==> src/rtl/core/wsd_pkg.sv <==
package wsd_pkg;

  localparam int unsigned ByteW    = 8;
  localparam int unsigned LenW     = 64;
  localparam int unsigned KeyW     = 32;
  localparam int unsigned OpcodeW  = 4;
  localparam int unsigned CountW   = 4;
  localparam int unsigned OutDataW = 112;

  localparam logic [6:0]        LenCode16  = 7'd126;
  localparam logic [6:0]        LenCode64  = 7'd127;
  localparam logic [CountW-1:0] Ext16Bytes = 4'd2;
  localparam logic [CountW-1:0] Ext64Bytes = 4'd8;
  localparam logic [CountW-1:0] KeyBytes   = 4'd4;

  typedef enum logic [1:0] {
    KIND_HEADER     = 2'd0,
    KIND_DATA       = 2'd1,
    KIND_INCOMPLETE = 2'd2
  } wsd_kind_e;

  typedef enum logic [5:0] {
    PH_FIRST  = 6'b000001,
    PH_SECOND = 6'b000010,
    PH_EXT16  = 6'b000100,
    PH_EXT64  = 6'b001000,
    PH_KEY    = 6'b010000,
    PH_DATA   = 6'b100000
  } wsd_phase_e;

  // one input item as held in the input register
  typedef struct packed {
    logic [ByteW-1:0] in_byte;
    logic             end_of_data;
  } wsd_in_t;

  // one result item
  typedef struct packed {
    wsd_kind_e          kind;
    logic               fin;
    logic [OpcodeW-1:0] opcode;
    logic               masked;
    logic [LenW-1:0]    payload_length;
    logic [KeyW-1:0]    masking_key;
    logic [ByteW-1:0]   data_byte;
    logic               last_of_frame;
    logic               incomplete;
  } wsd_result_t;

endpackage

==> src/rtl/core/wsd_in_stage.sv <==
module wsd_in_stage
  import wsd_pkg::*;
(
  input  logic    clk_i,
  input  logic    rst_ni,
  input  logic    valid_i,
  output logic    ready_o,
  input  wsd_in_t item_i,
  output logic    valid_o,
  input  logic    take_i,
  output wsd_in_t item_o
);

  logic    valid_q, valid_d;
  wsd_in_t item_q;

  assign ready_o = !valid_q || take_i;

  always_comb begin
    valid_d = valid_q;
    if (valid_i && ready_o) begin
      valid_d = 1'b1;
    end else if (take_i) begin
      valid_d = 1'b0;
    end
  end

  always_ff @(posedge clk_i or negedge rst_ni) begin
    if (!rst_ni) begin
      valid_q <= 1'b0;
    end else begin
      valid_q <= valid_d;
    end
  end

  always_ff @(posedge clk_i) begin
    if (valid_i && ready_o) begin
      item_q <= item_i;
    end
  end

  assign valid_o = valid_q;
  assign item_o  = item_q;

endmodule

==> src/rtl/core/wsd_parser.sv <==
module wsd_parser
  import wsd_pkg::*;
(
  input  logic        clk_i,
  input  logic        rst_ni,
  input  logic        in_valid_i,
  input  wsd_in_t     in_item_i,
  output logic        take_o,
  input  logic        out_free_i,
  output logic        res_valid_o,
  output wsd_result_t res_o
);

  wsd_phase_e         phase_q, phase_d;
  logic [CountW-1:0]  cnt_q, cnt_d;
  logic [LenW-1:0]    len_q, len_d;
  logic [KeyW-1:0]    key_q, key_d;
  logic [LenW-1:0]    rem_q, rem_d;
  logic               fin_q, fin_d;
  logic [OpcodeW-1:0] op_q, op_d;
  logic               masked_q, masked_d;

  logic             hit;
  wsd_kind_e        kind;
  logic [ByteW-1:0] data_byte;
  logic             last;
  logic             inc;
  logic             hdr_done;
  logic [ByteW-1:0] b;
  logic             eod;
  logic [CountW-1:0] cnt_inc;
  logic             len_done;

  assign b       = in_item_i.in_byte;
  assign eod     = in_item_i.end_of_data;
  assign cnt_inc = cnt_q + 4'd1;

  always_comb begin
    phase_d   = phase_q;
    cnt_d     = cnt_q;
    len_d     = len_q;
    key_d     = key_q;
    rem_d     = rem_q;
    fin_d     = fin_q;
    op_d      = op_q;
    masked_d  = masked_q;
    hit       = 1'b0;
    kind      = KIND_INCOMPLETE;
    data_byte = '0;
    last      = 1'b0;
    inc       = 1'b0;
    hdr_done  = 1'b0;
    len_done  = 1'b0;

    unique case (phase_q)
      PH_FIRST: begin
        fin_d    = b[7];
        op_d     = b[OpcodeW-1:0];
        masked_d = 1'b0;
        len_d    = '0;
        key_d    = '0;
        rem_d    = '0;
        cnt_d    = '0;
        phase_d  = PH_SECOND;
      end
      PH_SECOND: begin
        masked_d = b[7];
        cnt_d    = '0;
        if (b[6:0] == LenCode16) begin
          len_d   = '0;
          phase_d = PH_EXT16;
        end else if (b[6:0] == LenCode64) begin
          len_d   = '0;
          phase_d = PH_EXT64;
        end else begin
          len_d    = {{(LenW-7){1'b0}}, b[6:0]};
          len_done = 1'b1;
        end
      end
      PH_EXT16, PH_EXT64: begin
        len_d = {len_q[LenW-ByteW-1:0], b};
        cnt_d = cnt_inc;
        len_done = (phase_q == PH_EXT16) ? (cnt_inc >= Ext16Bytes)
                                         : (cnt_inc >= Ext64Bytes);
      end
      PH_KEY: begin
        key_d = {key_q[KeyW-ByteW-1:0], b};
        cnt_d = cnt_inc;
        hdr_done = (cnt_inc >= KeyBytes);
      end
      PH_DATA: begin
        rem_d     = (rem_q != '0) ? rem_q - 64'd1 : rem_q;
        last      = (rem_d == '0);
        if (last) begin
          phase_d = PH_FIRST;
        end
        hit       = 1'b1;
        kind      = KIND_DATA;
        data_byte = b;
        inc       = last ? 1'b0 : eod;
      end
      default: begin
        phase_d  = PH_FIRST;
        cnt_d    = '0;
        len_d    = '0;
        key_d    = '0;
        rem_d    = '0;
        fin_d    = 1'b0;
        op_d     = '0;
        masked_d = 1'b0;
      end
    endcase

    // length known: key bytes follow, or the header ends here
    if (len_done) begin
      cnt_d = '0;
      if (masked_d) begin
        phase_d = PH_KEY;
      end else begin
        hdr_done = 1'b1;
      end
    end

    if (hdr_done) begin
      cnt_d = '0;
      rem_d = len_d;
      hit   = 1'b1;
      kind  = KIND_HEADER;
      if (len_d == '0) begin
        phase_d = PH_FIRST;
        last    = 1'b1;
      end else begin
        phase_d = PH_DATA;
        inc     = eod;
      end
    end

    // data ran out inside a header
    if (!hit && eod) begin
      hit  = 1'b1;
      kind = KIND_INCOMPLETE;
      inc  = 1'b1;
    end
  end

  assign take_o      = in_valid_i && (!hit || out_free_i);
  assign res_valid_o = take_o && hit;

  always_comb begin
    res_o.kind           = kind;
    res_o.fin            = fin_d;
    res_o.opcode         = op_d;
    res_o.masked         = masked_d;
    res_o.payload_length = len_d;
    res_o.masking_key    = masked_d ? key_d : '0;
    res_o.data_byte      = data_byte;
    res_o.last_of_frame  = last;
    res_o.incomplete     = inc;
  end

  always_ff @(posedge clk_i or negedge rst_ni) begin
    if (!rst_ni) begin
      phase_q  <= PH_FIRST;
      cnt_q    <= '0;
      len_q    <= '0;
      key_q    <= '0;
      rem_q    <= '0;
      fin_q    <= 1'b0;
      op_q     <= '0;
      masked_q <= 1'b0;
    end else if (take_o) begin
      phase_q  <= phase_d;
      cnt_q    <= cnt_d;
      len_q    <= len_d;
      key_q    <= key_d;
      rem_q    <= rem_d;
      fin_q    <= fin_d;
      op_q     <= op_d;
      masked_q <= masked_d;
    end
  end

  // a header with payload leads into the payload phase
  a_hdr_to_data: assert property (@(posedge clk_i) disable iff (!rst_ni)
    res_valid_o && res_o.kind == KIND_HEADER && !res_o.last_of_frame
    |=> phase_q == PH_DATA)
    else $error("header with payload did not enter payload phase");

  // payload results come only from the payload phase
  a_data_phase: assert property (@(posedge clk_i) disable iff (!rst_ni)
    res_valid_o && res_o.kind == KIND_DATA |-> phase_q == PH_DATA)
    else $error("payload result outside payload phase");

  // the end of a frame returns to the first header byte
  a_frame_end: assert property (@(posedge clk_i) disable iff (!rst_ni)
    res_valid_o && res_o.last_of_frame |=> phase_q == PH_FIRST)
    else $error("frame end did not restart header parsing");

endmodule

==> src/rtl/core/wsd_out_stage.sv <==
module wsd_out_stage
  import wsd_pkg::*;
(
  input  logic        clk_i,
  input  logic        rst_ni,
  input  logic        wr_i,
  input  wsd_result_t res_i,
  output logic        free_o,
  output logic        valid_o,
  input  logic        ready_i,
  output wsd_result_t res_o
);

  logic        valid_q, valid_d;
  wsd_result_t res_q;

  assign free_o = !valid_q || ready_i;

  always_comb begin
    valid_d = valid_q;
    if (wr_i) begin
      valid_d = 1'b1;
    end else if (ready_i) begin
      valid_d = 1'b0;
    end
  end

  always_ff @(posedge clk_i or negedge rst_ni) begin
    if (!rst_ni) begin
      valid_q <= 1'b0;
    end else begin
      valid_q <= valid_d;
    end
  end

  always_ff @(posedge clk_i) begin
    if (wr_i) begin
      res_q <= res_i;
    end
  end

  assign valid_o = valid_q;
  assign res_o   = res_q;

endmodule

==> src/rtl/core/websocket_frame_deframer.sv <==
// WebSocket (RFC 6455) frame header parser. Frame stream bytes enter one per item on the
// slave stream; tlast on that side marks the last byte currently available. For each frame
// one header result (tuser kind 0) follows its last header byte, carrying FIN, opcode, mask
// bit, the decoded 7/16/64-bit length and the masking key (zero when unmasked); then every
// payload byte leaves raw, still masked, as a kind 1 item, the final one with tlast set. A
// zero-length frame ends with tlast on its header result. If the data runs out inside a
// header, a kind 2 notice with the incomplete flag is sent; the parser keeps its place and
// the next byte continues the same frame. Throughput is one byte per clock, with no gaps,
// while the master side accepts results; the parse state, with its 64-bit remaining-byte
// count, is updated once per accepted byte. An accepted byte passes the input register,
// then the parse logic into the result register, before reaching the master side. Bytes
// that make no result pass through even while a result waits on a stalled master side.
module websocket_frame_deframer
  import wsd_pkg::*;
(
  input  logic                clk_i,
  input  logic                rst_ni,
  // slave side: frame stream bytes
  input  logic                s_axis_tvalid,
  output logic                s_axis_tready,
  input  logic [ByteW-1:0]    s_axis_tdata,   // in_byte [7:0]
  input  logic                s_axis_tlast,   // end_of_data
  // master side: parse results
  output logic                m_axis_tvalid,
  input  logic                m_axis_tready,
  // fin [0], opcode [4:1], masked [5], payload_length [69:6], masking_key [101:70],
  // data_byte [109:102], incomplete [110], zero [111]
  output logic [OutDataW-1:0] m_axis_tdata,
  output logic                m_axis_tlast,   // last_of_frame
  output logic [1:0]          m_axis_tuser    // kind
);

  wsd_in_t     in_item;
  wsd_in_t     held_item;
  logic        held_valid;
  logic        take;
  logic        out_free;
  logic        res_wr;
  wsd_result_t res;
  wsd_result_t out_res;

  assign in_item.in_byte     = s_axis_tdata;
  assign in_item.end_of_data = s_axis_tlast;

  // input register
  wsd_in_stage u_in (
    .clk_i   (clk_i),
    .rst_ni  (rst_ni),
    .valid_i (s_axis_tvalid),
    .ready_o (s_axis_tready),
    .item_i  (in_item),
    .valid_o (held_valid),
    .take_i  (take),
    .item_o  (held_item)
  );

  // frame state and per-byte decode
  wsd_parser u_parser (
    .clk_i       (clk_i),
    .rst_ni      (rst_ni),
    .in_valid_i  (held_valid),
    .in_item_i   (held_item),
    .take_o      (take),
    .out_free_i  (out_free),
    .res_valid_o (res_wr),
    .res_o       (res)
  );

  // result register
  wsd_out_stage u_out (
    .clk_i   (clk_i),
    .rst_ni  (rst_ni),
    .wr_i    (res_wr),
    .res_i   (res),
    .free_o  (out_free),
    .valid_o (m_axis_tvalid),
    .ready_i (m_axis_tready),
    .res_o   (out_res)
  );

  assign m_axis_tdata = {1'b0, out_res.incomplete, out_res.data_byte, out_res.masking_key,
                         out_res.payload_length, out_res.masked, out_res.opcode,
                         out_res.fin};
  assign m_axis_tlast = out_res.last_of_frame;
  assign m_axis_tuser = out_res.kind;

endmodule
==> config.mk <==
export PLATFORM = sky130hd
export DESIGN_NAME = websocket_frame_deframer
export DESIGN_NICKNAME = d
export VERILOG_FILES = /design/src/rtl/core/wsd_pkg.sv /design/src/rtl/core/wsd_in_stage.sv /design/src/rtl/core/wsd_parser.sv /design/src/rtl/core/wsd_out_stage.sv /design/src/rtl/core/websocket_frame_deframer.sv
export SDC_FILE = /design/constraint.sdc
export NUM_CORES = 1
export LEC_CHECK = 0
export BUFFER_PORTS_ARGS = -buffer_cell sky130_fd_sc_hd__buf_2
export CAP_MARGIN = 0
export CORE_MARGIN = 2
export CORE_UTILIZATION = 25
export CTS_BUF_LIST = sky130_fd_sc_hd__clkbuf_16
export DETAILED_ROUTE_END_ITERATION = 10
export GPL_TIMING_DRIVEN = 0
export PLACE_DENSITY = 0.48
export SYNTH_ARGS = -nofsm -noshare
export SYNTH_HDL_FRONTEND = slang
export SYNTH_SLANG_ARGS = --single-unit
==> constraint.sdc <==
create_clock -name clk_i -period 10.1 [get_ports clk_i]
set_clock_uncertainty 0.2 [all_clocks]
set_input_delay 1.01 -clock clk_i [delete_from_list [all_inputs] [get_ports clk_i]]
set_output_delay 1.01 -clock clk_i [all_outputs]
set_load 0.05 [all_outputs]
### Yosys cells after proc, flatten, opt, wreduce, memory -nomap -nowiden

Index checks and enable logic that the tools add are counted.

* add/subtract/negate cells: 2
* magnitude comparators: 3
* equality and inequality tests: 10
* muxes and demuxes: 44
* reduce and logical (&&, ||, !) cells: 26

Operators by type and width (number)
* $mux W64: 3
* $pmux W64 S3: 1
* $logic_not A64 Y1: 2
* $pmux W64 S2: 1
* $pmux W32 S2: 1
* $reduce_bool A64 Y1: 1
* $sub A64 B1 Y64 const B: 1
* $mux W6: 7
* $pmux W6 S4: 1
* $mux W1: 20
* $pmux W4 S2: 2
* $eq A7 B7 Y1 const B: 2
* $reduce_or A4 Y1: 3
* $mux W4: 2
* $mux W7: 1
* $eq A6 B1 Y1 const B: 1
* $eq A6 B2 Y1 const B: 1
* $eq A6 B3 Y1 const B: 1
* $eq A6 B4 Y1 const B: 1
* $eq A6 B5 Y1 const B: 1
* $eq A6 B6 Y1 const B: 1
* $pmux W1 S2: 3
* $reduce_or A2 Y1: 3
* $reduce_or A5 Y1: 1
* 13 further kinds: 24

* bits in registers: 301
* input bits: 13
* output and inout bits: 117
* logic and storage cells: 107

### Longest topological paths before layout

Gate-level depths: netlist of the first run.

* depth in word-level cells: 15
* depth in mapped cells: 15

### Cells and area by module

Synthesis of the first run repeated with hierarchy kept, for this count alone.

* cell total of the unflattened synthesis: 1494
* area, all modules: 14903.0 µm²

By module, submodules not included
* wsd_parser: instances 1, cells each 1362, area an instance 11096.9 µm², seq. area each 4405.5 µm²
* wsd_out_stage: instances 1, cells each 117, area an instance 3470.8 µm², seq. area each 3448.3 µm²
* wsd_in_stage: instances 1, cells each 13, area an instance 324.1 µm², seq. area each 295.3 µm²
* websocket_frame_deframer: instances 1, cells each 2, area an instance 11.3 µm², seq. area each 0.0 µm²

### Worst setup path after synthesis of the first run

Ideal clock, no wire load.

* path type: reg2reg
* from: register u_parser.phase_q[2]
* to: register u_out.res_q (netlist bit u_out.res_o[0]), enable pin
* setup time: 589 ps
* arrival: 7578 ps
* path slack: 1733 ps
* stages on the path, launching flop included: 11
* path buffers: 3
* clock period less this slack: 8367 ps
* path through: dfrtp_1 -> or4_1 -> nor3b_1 -> a22oi_1 -> a21o_1 -> clkbuf_1 -> nor3_1 -> o21ai_1 -> clkbuf_1 -> buf_1 -> nor2_1

* cells in the longest elaborated chain, start to end: 13

Ends and longest elaborated chain
* from (decl): line wsd_parser.sv:14 `wsd_phase_e phase_q, phase_d;`
* from (signal assigned): line wsd_parser.sv:172 `phase_q <= phase_d;`
* $eq A6 B5 Y1 (tied with other cells): line wsd_parser.sv:55 `unique case (phase_q)`
* $reduce_or A4 Y1 (no line)
* $pmux W1 S2: line wsd_parser.sv:55
* $mux W1: line wsd_parser.sv:117 `if (masked_d) begin`
* $mux W1: line wsd_parser.sv:115 `if (len_done) begin`
* $mux W1 (*): line wsd_parser.sv:124 `if (hdr_done) begin`
* $logic_not A1 Y1: line wsd_parser.sv:139 `if (!hit && eod) begin`
* $logic_and A1 B1 Y1: line wsd_parser.sv:139
* $mux W1 (*): line wsd_parser.sv:139
* $logic_not A1 Y1: line wsd_parser.sv:146 `assign take_o = in_valid_i && (!hit || out_free_i);`
* $logic_or A1 B1 Y1: line wsd_parser.sv:146
* $logic_and A1 B1 Y1: line wsd_parser.sv:146
* $logic_and A1 B1 Y1 (*): line wsd_parser.sv:147 `assign res_valid_o = take_o && hit;`
* named net res_wr: line websocket_frame_deframer.sv:38 `logic res_wr;`
* to (signal assigned): line wsd_out_stage.sv:38 `res_q <= res_i;`
* to (decl): line wsd_out_stage.sv:15 `wsd_result_t res_q;`

Mark *: on every way through the listed nets, which the timed path passes. The rest lies on a longest branch.
A chain may end at the register's enable or synchronous reset.

### Worst setup path after layout of the first run

* from: register u_parser.rem_q[24]
* to: register u_out.res_q (netlist bit u_out.res_o[0]) (data pin)

* cells in the longest elaborated chain, start to end: 7

Ends and longest elaborated chain
* from (decl): line wsd_parser.sv:18 `logic [LenW-1:0] rem_q, rem_d;`
* from (signal assigned): line wsd_parser.sv:176 `rem_q <= rem_d;`
* $sub A64 B1 Y64 or $reduce_bool A64 Y1 (tied branches): line wsd_parser.sv:92 `rem_d = (rem_q != '0) ? rem_q - 64'd1 : rem_q;`
* $mux W64 (*): line wsd_parser.sv:92
* $logic_not A64 Y1 (*): line wsd_parser.sv:93 `last = (rem_d == '0);`
* $mux W1 (*): line wsd_parser.sv:100 `inc = last ? 1'b0 : eod;`
* $mux W1 (*): line wsd_parser.sv:55
* $mux W1: line wsd_parser.sv:129 `if (len_d == '0) begin`
* $mux W1 (*): line wsd_parser.sv:124

Every way passes the cells marked *; elsewhere a longest branch is shown, timed or not.

==> flow_summary.toml, run 1 <==
[synth]
async_reset_ff_frac = 0.591
ys_seq_area_frac = 0.556
synth.area.top_cells = "sky130_fd_sc_hd__dfrtp_1, sky130_fd_sc_hd__edfxtp_1, sky130_fd_sc_hd__a22o_1"
synth.top_cell.area_share = 0.302
cell_accounting_for_the_most_synthesized_area = "sky130_fd_sc_hd__dfrtp_1"
synthesis.instances = 1475
synth_area_um2 = 14700
synth_cell_types = 67
postSynthNetCount = 1491
number_of_synthesized_flops_with_an_enable_pin = 123
synth.ff_latch_count = 301
most_common_flop_cell_mapped_by_yosys = "sky130_fd_sc_hd__dfrtp_1"
synth_warnings = 0
synth_area_per_cell_um2 = 9.94

[sta]
finalSetupViolCount = 0
slew_limit_fails = 0
timing_hold_violations_final = 0
finalCriticalPeriod_ns = 6.10
postLayoutSetupSlackWorst_ns = 4.00
tightestPinTransition_ns = 1.19
period_share = 0.604
rsz0062_at_grt = "false"
max_freq_ghz = 0.164
finalHoldWorstSlack_ns = 0.118
timing.slew.headroom = 0.197

[critical_path]
critical_path.max_fanout = 10
reg2reg_setup_slack_ns = 4.00
criticalPathCategory = "flop to flop"
wp_data_arrival_ns = 6.13
startpoint_type = "flop"
worstRegToRegCells = 12
crit_path_end_kind = "flop"
regToRegEndpoint = "u_out.res_o[0]"
crit_required_ns = 10.13
rr_startpoint = "u_parser.rem_q[24]"

[routing]
route.detailed.drc = 0
avgRoutedWirePerCell_um = 24.2
vias_per_cell = 5.43
detailed_route_wl_um = 59200
drt_iter0_markers = 1627
remaining_antenna_violation_count_after_routing = 0
detailedRoute.firstPassIterationCount = 7
total_number_of_vias = 13261

[global_routing]
grt_start_max_net_pins = 82
antenna_found_initial = 1
gr-usage-met1 = 0.252
grt_usage = 0.192
grt-busiest-layer = "met2"
first_global_vias = 12736
gr-usage-met2 = 0.305
grt_first_pass_wirelength_um = 86600
globalRouteMet3Util = 0.0480
global_route_congestion_overflow_total = 0

[clocking]
tritoncts_num_sinks = 301
cts_setup_buffers = 0
clkSlewWorstSetupHoldPaths_ns = 0.06
cts_hold_buf = 0
number_of_cts_inserted_buffers = 37
clock-root-buffer = "sky130_fd_sc_hd__clkbuf_16"
cts_tree = "built"
ctsResizeCount = 0
worstSkewPairLatency_ns = 0.57
clock_tree.htree_level_count = 2
clk_path_buf_depth = 3

[placed_design]
placement.setup.worst_slack_ns = 4.32
routabilityCongestion = 0.961
numPortBuffers = 128
hpwlAfterDp_um = 43300

[run_status]
outcome = "finished, final reports clean"

[layout]
synthToLayoutAreaGrowth_pct = 20.7
share_of_final_layout_standard_cells_stronger_than_drive_strength_1 = 0.132
final_nets = 1663
fin_util = 0.306
final_layout_fill_cell_count = 6047

[floorplanning]
die-area_um2 = 60600
die_x_um = 246
placement_rows = 88
die_h_um = 246
fp.coreArea_um2 = 57800
top_level_ports = 130
initial_utilization = 0.254

[hold_path]
worstHoldPathType = "input pin to asynchronous set/reset pin"

[job]
timing.max_cap.violations = 0
[metrics by stage]
stage                     setup TNS, ns  instances  instance area, µm²
final                                 0       2442               17700
after global routing                  0       2441               17700
after CTS                             0       2441               17700
after detailed placement              0       2373               16400
after global placement          -253.86       2368               16300
after floorplan                       0       1475               14700
[synth_stat cells (5+ instances only)]
cell	count
sky130_fd_sc_hd__a22oi_1	75
sky130_fd_sc_hd__a21oi_1	55
sky130_fd_sc_hd__mux2_2	6
sky130_fd_sc_hd__nand2_1	188
sky130_fd_sc_hd__o21ai_1	8
sky130_fd_sc_hd__or4_1	22
sky130_fd_sc_hd__o32ai_1	8
sky130_fd_sc_hd__or3_1	10
sky130_fd_sc_hd__nor2b_1	6
sky130_fd_sc_hd__nand2b_1	5
sky130_fd_sc_hd__xnor2_1	16
sky130_fd_sc_hd__nand4_1	16
sky130_fd_sc_hd__and2_1	6
sky130_fd_sc_hd__o21ai_0	135
sky130_fd_sc_hd__and4_1	5
sky130_fd_sc_hd__or2_2	7
sky130_fd_sc_hd__nand3_1	22
sky130_fd_sc_hd__a22o_1	91
sky130_fd_sc_hd__edfxtp_1	123
sky130_fd_sc_hd__dfrtp_1	177
sky130_fd_sc_hd__nor3_1	43
sky130_fd_sc_hd__clkbuf_1	88
sky130_fd_sc_hd__xor2_1	12
sky130_fd_sc_hd__inv_1	44
sky130_fd_sc_hd__and3_1	15
sky130_fd_sc_hd__o22ai_1	15
sky130_fd_sc_hd__nor2_1	140
sky130_fd_sc_hd__a32oi_1	11
sky130_fd_sc_hd__nor4_1	41
sky130_fd_sc_hd__buf_1	14
[how the worst max path moves through the flow]
stage	startpoint	endpoint	slack, ns	cells after the start
6_report	u_parser.rem_q[24]	u_out.res_o[0]	4.00	12
2_1_floorplan	u_parser.phase_q[2]	u_out.res_o[0]	1.73	10
3_3_place_gp	u_parser.phase_q[2]	u_out.res_o[85]	-2.24	10
4_1_cts	u_parser.rem_q[24]	u_out.res_o[0]	4.27	12
3_5_place_dp	u_parser.rem_q[24]	u_out.res_o[0]	4.32	12
5_1_grt	u_parser.rem_q[0]	u_out.res_o[0]	3.88	14
[worst max-delay path, cell delays in order, from the launching register on]
cell                       delay, ns
sky130_fd_sc_hd__dfrtp_1        0.35
sky130_fd_sc_hd__clkbuf_1       0.23
sky130_fd_sc_hd__or4_1          0.64
sky130_fd_sc_hd__nor4_2         0.60
sky130_fd_sc_hd__nand2_1        0.19
sky130_fd_sc_hd__clkbuf_1       0.33
sky130_fd_sc_hd__nor4b_1        0.91
sky130_fd_sc_hd__nand3_1        0.19
sky130_fd_sc_hd__xnor2_1        0.24
sky130_fd_sc_hd__nor4_1         0.52
sky130_fd_sc_hd__nand4_1        0.20
sky130_fd_sc_hd__nor4_1         0.90
sky130_fd_sc_hd__a211oi_1       0.25
[routing by layer]
metal / part of all wire / wire length [µm] / vias up
met5: 0 / 0 / -
met4: 0.038 / 2250 / 0
met3: 0.085 / 5060 / 120
met2: 0.46 / 27100 / 627
met1: 0.42 / 24800 / 6658
li1: - / - / 5856
[layout by cell type, fill, tap and decap left out, types with 39 or more instances in the layout]
cell and count:
sky130_fd_sc_hd__clkbuf_1 88, sky130_fd_sc_hd__buf_2 127, sky130_fd_sc_hd__edfxtp_1 123, sky130_fd_sc_hd__a21oi_1 55, sky130_fd_sc_hd__dfrtp_1 177, sky130_fd_sc_hd__clkbuf_16 39, sky130_fd_sc_hd__nand2_1 188, sky130_fd_sc_hd__a22o_1 91
sky130_fd_sc_hd__inv_1 48, sky130_fd_sc_hd__nor4_1 41, sky130_fd_sc_hd__nor3_1 43, sky130_fd_sc_hd__nor2_1 139, sky130_fd_sc_hd__a22oi_1 75, sky130_fd_sc_hd__o21ai_0 135
[cell type report]
cell class	count	area (µm²)	area share
antenna	1	2.50	0.000141
buffer	104	398	0.0225
clock buffer	39	976	0.0552
clock inverter	29	327	0.0185
inverter	45	169	0.00955
multi-input combinational	1025	5950	0.336
sequential	301	8150	0.461
tap	765	957	0.0541
timing repair buffer	133	766	0.0433
[cells by family after synthesis]
| logic type | share of synthesized area |
|---|---|
| other cells | 0.000256 |
| fa+ha+maj | 0.00256 |
| flops | 0.556 |
| xor+xnor | 0.0167 |
| simple gates | 0.178 |
| buf+inv | 0.0387 |
| compound gates | 0.202 |
| mux | 0.00529 |
[flip-flops by register name (all words and copies together), names as in the netlist]
signal / flops
u_parser.fin_q: 1
u_out.res_o: 114
u_in.item_o: 9
u_out.valid_o: 1
u_parser.key_q: 32
u_in.valid_o: 1
u_parser.len_q: 64
u_parser.phase_q: 6
u_parser.rem_q: 64
u_parser.cnt_q: 4
u_parser.op_q: 4
u_parser.masked_q: 1
Power of run 1 is not shown: default switching activity piles up to over one toggle a cycle in this logic, so the estimate is an artifact.
==> run 2, diff against run 1 <==
Settings changed: ABC_AREA set to 1.
Clock period 10.1 ns to 5.99 ns, I/O delays scaled along.
==> flow_summary.toml, run 2 <==
[critical_path]
critical_path.max_stage_delay_ns = 0.45
wp_data_arrival_ns = 4.21
startpoint_type = "flop"
slowest_stage = "sky130_fd_sc_hd__dfrtp_1"
criticalPathCategory = "flop to flop"
crit_family = "simple AND/OR/NAND/NOR gates"
critPathBufInv = 5
crit_required_ns = 5.98
critical_path.max_fanout = 89
crit_path_end_kind = "flop"
crit_top_cell = "sky130_fd_sc_hd__nand2_1"
critical_path.cell_chain = "nor2_4 -> nand4_4 -> nand2_4 -> inv_2 -> nand2_1 -> nand2_1 -> nand2_2 -> a21oi_2 -> nor2_8 -> nand3_2 -> nand2_1 -> nand2_2 -> inv_4 -> buf_4 -> nand2_1 -> inv_6 -> buf_16"

[job]
timing.max_cap.violations = 0

[synth]
post_synth_mux_area_share = 0.000638
synth_area_per_cell_um2 = 7.68
synth_cell_types = 44
synth_top_family_by_area = "simple AND/OR/NAND/NOR gates"
async_reset_ff_frac = 0.591
synth-simple-area-share = 0.252
synth.ff_latch_count = 301
synth.top_cell.area_share = 0.282
synth_compound_gate_area_share = 0.122
synth_area_um2 = 15700
synth_adder_area_share = 0.00239
synth.area.top_cells = "sky130_fd_sc_hd__dfrtp_1, sky130_fd_sc_hd__edfxtp_1, sky130_fd_sc_hd__nand2_1"
yosysMostFrequentCell = "sky130_fd_sc_hd__nand2_1"
synth-xor-area-share = 0.00949
postSynthNetCount = 2060
cell_accounting_for_the_most_synthesized_area = "sky130_fd_sc_hd__dfrtp_1"
number_of_synthesized_flops_with_an_enable_pin = 123
synth.cells.most_frequent = "sky130_fd_sc_hd__nand2_1, sky130_fd_sc_hd__inv_1, sky130_fd_sc_hd__nor2_1"
most_common_flop_cell_mapped_by_yosys = "sky130_fd_sc_hd__dfrtp_1"
synthesis.instances = 2044
ys_seq_area_frac = 0.519
synth_warnings = 0

[sta]
rsz0062_at_grt = "false"
tns_ns = 0
tightestPinTransition_ns = 1.04
period_share = 0.704
timing.slew.headroom = 0.298
max_freq_ghz = 0.237
postLayoutSetupSlackWorst_ns = 1.77
finalSetupViolCount = 0
finalHoldWorstSlack_ns = 0.0320
slew_limit_fails = 0
finalCriticalPeriod_ns = 4.22
timing_hold_violations_final = 0

[floorplanning]
fp.coreArea_um2 = 61800
initial_utilization = 0.254
die-area_um2 = 64800
top_level_ports = 130
die_h_um = 255
die_x_um = 255
placement_rows = 91

[routing]
total_number_of_vias = 14648
drt_iter0_markers = 1704
detailed_route_wl_um = 61100
avgRoutedWirePerCell_um = 19.8
detailedRoute.firstPassIterationCount = 6
vias_per_cell = 4.75
remaining_antenna_violation_count_after_routing = 0
route.detailed.drc = 0

[clocking]
cts_setup_buffers = 0
tritoncts_num_sinks = 301
worstSkewPairLatency_ns = 0.57
clkSlewWorstSetupHoldPaths_ns = 0.06
number_of_cts_inserted_buffers = 38
clock-root-buffer = "sky130_fd_sc_hd__clkbuf_16"
clk_path_buf_depth = 3
clock_tree.htree_level_count = 2
cts_tree = "built"

[global_routing]
grt_first_pass_wirelength_um = 89800
grt_usage = 0.188
global_route_congestion_overflow_total = 0
antenna_found_initial = 1
first_global_vias = 14258
grt_start_max_net_pins = 111

[placed_design]
detailed_place.area_um2 = 17400
placedCellCount = 3011
hpwlAfterDp_um = 47100
routabilityCongestion = 0.998
placement.setup.worst_slack_ns = 1.80
numPortBuffers = 128

[pwr]
totalPowerFinal_mw = 9.78
power_density_nw_per_um2 = 520
vdd.ir_drop.worst_uv = 270
power.static_leakage_nw = 8.77

[layout]
synthToLayoutAreaGrowth_pct = 19.9
layout.cell_area.non_filler_um2 = 18800
finish.cell_count_without_fillers = 3087
share_of_final_layout_standard_cells_stronger_than_drive_strength_1 = 0.102
final_layout_fill_cell_count = 6667
mostFrequentLayoutCells = "sky130_fd_sc_hd__nand2_1, sky130_fd_sc_hd__inv_1, sky130_fd_sc_hd__nor2_1"
final_nets = 2236
largest_register_ffs = 114
fin_util = 0.304
antenna-diode-count = 0
layout.cells.most_common = "sky130_fd_sc_hd__nand2_1"

[hold_path]
worstHoldPathType = "input pin to flop"

[run_status]
outcome = "finished, final reports clean"
## run 2: final timing paths
check                                endpoint  slack, ns           startpoint  depth (start not counted)
min reg2reg                u_parser.len_q[61]       0.29   u_parser.len_q[61]                          2
max                           u_out.res_o[81]       1.77  u_parser.phase_q[2]                         17
min in group asynchronous   u_parser.rem_q[0]       0.41               rst_ni                          2
max reg2reg                   u_out.res_o[81]       1.77  u_parser.phase_q[2]                         17
min                            u_in.item_o[6]       0.03      s_axis_tdata[5]                          1
max in group asynchronous      u_parser.fin_q       4.19               rst_ni                          3
## run 2: report_power, final
| group | switching (mW) | total, mW | leakage [nW] | internal (mW) |
|---|---|---|---|---|
| clock network | 0.975 | 2.45 | 0.676 | 1.47 |
| logic | 3.74 | 4.85 | 4.44 | 1.11 |
| registers | 0.104 | 2.49 | 3.66 | 2.38 |
## run 2: routing by layer
layer / GRT usage / up-vias / part of all wire
met5: 0 / - / 0
met4: 0.0718 / 0 / 0.035
met3: 0.0273 / 101 / 0.070
met2: 0.291 / 565 / 0.45
met1: 0.264 / 7096 / 0.45
li1: - / 6886 / -
## run 2: area by class of cell
| class | count | area, µm² | share of cell area |
|---|---|---|---|
| inverter | 294 | 1110 | 0.0591 |
| timing repair buffer | 136 | 766 | 0.0407 |
| clock buffer | 40 | 1000 | 0.0532 |
| tap | 837 | 1050 | 0.0557 |
| buffer | 79 | 363 | 0.0193 |
| multi-input combinational | 1370 | 6070 | 0.323 |
| sequential | 301 | 8150 | 0.433 |
| clock inverter | 30 | 310 | 0.0165 |
## run 2: what timing repair did
item,CTS,global route
hold buffers,6,0
gates resized for setup,0,0
hold endpoints to repair,73,0
## run 2: kinds of logic (layout without fill, tap and decap cells)
| logic type | after synthesis | count (layout) |
|---|---|---|
| buf+inv | 373 | 579 |
| compound gates | 353 | 353 |
| other cells | 1 | 1 |
| flops | 301 | 301 |
| fa+ha+maj | 3 | 3 |
| xor+xnor | 17 | 17 |
| simple gates | 995 | 995 |
| mux | 1 | 1 |
No activity file was read; power rests on OpenSTA's default activity.
==> run 3, diff against run 2 <==
Clock period 5.99 ns to 4.1 ns, I/O delays scaled along.
==> flow_summary.toml, run 3 (same netlist as run 2, synthesis figures left out) <==
[layout]
layout.cell_area.non_filler_um2 = 18900
layout.cells.most_common = "sky130_fd_sc_hd__nand2_1"
largest_register_ffs = 114
fin_util = 0.306
synthToLayoutAreaGrowth_pct = 20.5
final_nets = 2245
share_of_final_layout_standard_cells_stronger_than_drive_strength_1 = 0.109
mostFrequentLayoutCells = "sky130_fd_sc_hd__nand2_1, sky130_fd_sc_hd__inv_1, sky130_fd_sc_hd__nor2_1"

[critical_path]
worstRegToRegCells = 15
crit_required_ns = 4.19
regToRegEndpoint = "u_out.res_o[0]"
wp_data_arrival_ns = 3.99
critical_path.max_fanout = 10
startpoint_type = "flop"
criticalPathCategory = "flop to flop"
crit_path_end_kind = "flop"
reg2reg_setup_slack_ns = 0.20
crit_family = "simple AND/OR/NAND/NOR gates"
rr_startpoint = "u_parser.rem_q[9]"
critPathBufInv = 1
critical_path.cell_chain = "nor2_1 -> nand2_1 -> nor2_2 -> nand2_1 -> nor2_1 -> nand2_1 -> clkbuf_1 -> nand3_1 -> nand4_1 -> nor2_1 -> nand2_1 -> nor2_1 -> nand3_1 -> nand2_1 -> a21oi_1"
crit_top_cell = "sky130_fd_sc_hd__nand2_1"
critical_path.max_stage_delay_ns = 0.44
slowest_stage = "sky130_fd_sc_hd__dfrtp_1"

[sta]
max_freq_ghz = 0.256
tightestPinTransition_ns = 1.16
finalCriticalPeriod_ns = 3.90
finalSetupViolCount = 0
period_share = 0.952
rsz0062_at_grt = "false"
tns_ns = 0
timing_hold_violations_final = 0
timing.slew.headroom = 0.218
slew_limit_fails = 0

[global_routing]
first_global_vias = 13911
global_route_congestion_overflow_total = 0
grt_first_pass_wirelength_um = 89600
antenna_found_initial = 3
grt_start_max_net_pins = 64
grt_usage = 0.190

[pwr]
power.sequential.fraction = 0.256
vdd.ir_drop.worst_uv = 357
power.share.switching = 0.505
power.static_leakage_nw = 8.78
power.internal_mw = 7.01
total_switching_power_mw = 7.14
totalPowerFinal_mw = 14.1
p_clk_frac = 0.233
combPwrFrac = 0.511
power_density_nw_per_um2 = 748

[floorplanning]
die-area_um2 = 64800
placement_rows = 91
initial_utilization = 0.254
die_h_um = 255
top_level_ports = 130
fp.coreArea_um2 = 61800
die_x_um = 255

[clocking]
clock_tree.htree_level_count = 2
number_of_cts_inserted_buffers = 38
worstSkewPairLatency_ns = 0.56
cts_setup_buffers = 0
cts_tree = "built"
clock-root-buffer = "sky130_fd_sc_hd__clkbuf_16"
tritoncts_num_sinks = 301
clkSlewWorstSetupHoldPaths_ns = 0.06
clk_path_buf_depth = 3

[routing]
avgRoutedWirePerCell_um = 20.1
vias_per_cell = 4.75
route.detailed.drc = 0
total_number_of_vias = 14713
detailed_route_wl_um = 62100
drt_iter0_markers = 1415
detailedRoute.firstPassIterationCount = 6
remaining_antenna_violation_count_after_routing = 0

[job]
timing.max_cap.violations = 0

[hold_path]
worstHoldPathType = "input pin to asynchronous set/reset pin"

[placed_design]
routabilityCongestion = 0.979
numPortBuffers = 128
detailed_place.area_um2 = 17600
hpwlAfterDp_um = 48800

[run_status]
outcome = "finished, final reports clean"
[run 3: area by class of cell]
| cell class | count | area (µm²) |
|---|---|---|
| antenna | 1 | 2.50 |
| buffer | 79 | 367 |
| clock buffer | 39 | 976 |
| clock inverter | 31 | 226 |
| fill | 6698 | 42900 |
| inverter | 294 | 1110 |
| multi-input combinational | 1370 | 6140 |
| sequential | 301 | 8150 |
| tap | 837 | 1050 |
| timing repair buffer | 145 | 886 |
[run 3: timing repair]
| action | in CTS | in global routing |
|---|---|---|
| hold buffers | 12 | 0 |
| pin swaps | 0 | 0 |
| resized for setup | 1 | 7 |
| gates cloned | 0 | 0 |
| endpoints found under the hold margin | 67 | 0 |
| setup endpoints to repair | 1 | 4 |
[run 3: metrics by stage]
| stage | hold slack, ns | cells | worst slack, ns |
|---|---|---|---|
| floorplan | -0.0856 | 2044 | 0.0206 |
| global placement | 0.270 | 3009 | -1.34 |
| detailed placement | 0.191 | 3014 | -0.0584 |
| CTS | 0.200 | 3096 | 0.0881 |
| global route | 0.231 | 3096 | 0.0393 |
| finish | 0.187 | 3097 | 0.198 |
[run 3: how the worst max path moves through the flow]
stage	from	to	cells past startpoint
floorplan	u_parser.phase_q[1]	u_out.res_o[0]	15
global placement	u_parser.phase_q[1]	u_out.res_o[101]	15
detailed placement	u_parser.rem_q[0]	u_out.res_o[0]	17
CTS	u_parser.rem_q[0]	u_out.res_o[0]	14
global route	u_parser.rem_q[8]	u_out.res_o[0]	15
finish	u_parser.rem_q[9]	u_out.res_o[0]	15
[run 3: power by group through the flow]
stage	combinational [mW]	clock, mW	sequential (mW)
4_1_cts	7.08	3.38	3.63
2_1_floorplan	3.93	0	4.24
3_5_place_dp	7.04	0	3.68
5_1_grt	7.82	3.50	3.65
3_3_place_gp	7.03	0	3.70
6_report	7.23	3.29	3.62
[run 3: per-layer routing]
layer | global-route usage | wire length, µm | vias up
met3 | 0.0386 | 4300 | 110
met2 | 0.296 | 27900 | 535
li1 | - | - | 6909
met1 | 0.256 | 27400 | 7159
met5 | 0 | 0 | -
met4 | 0.0800 | 2540 | 0
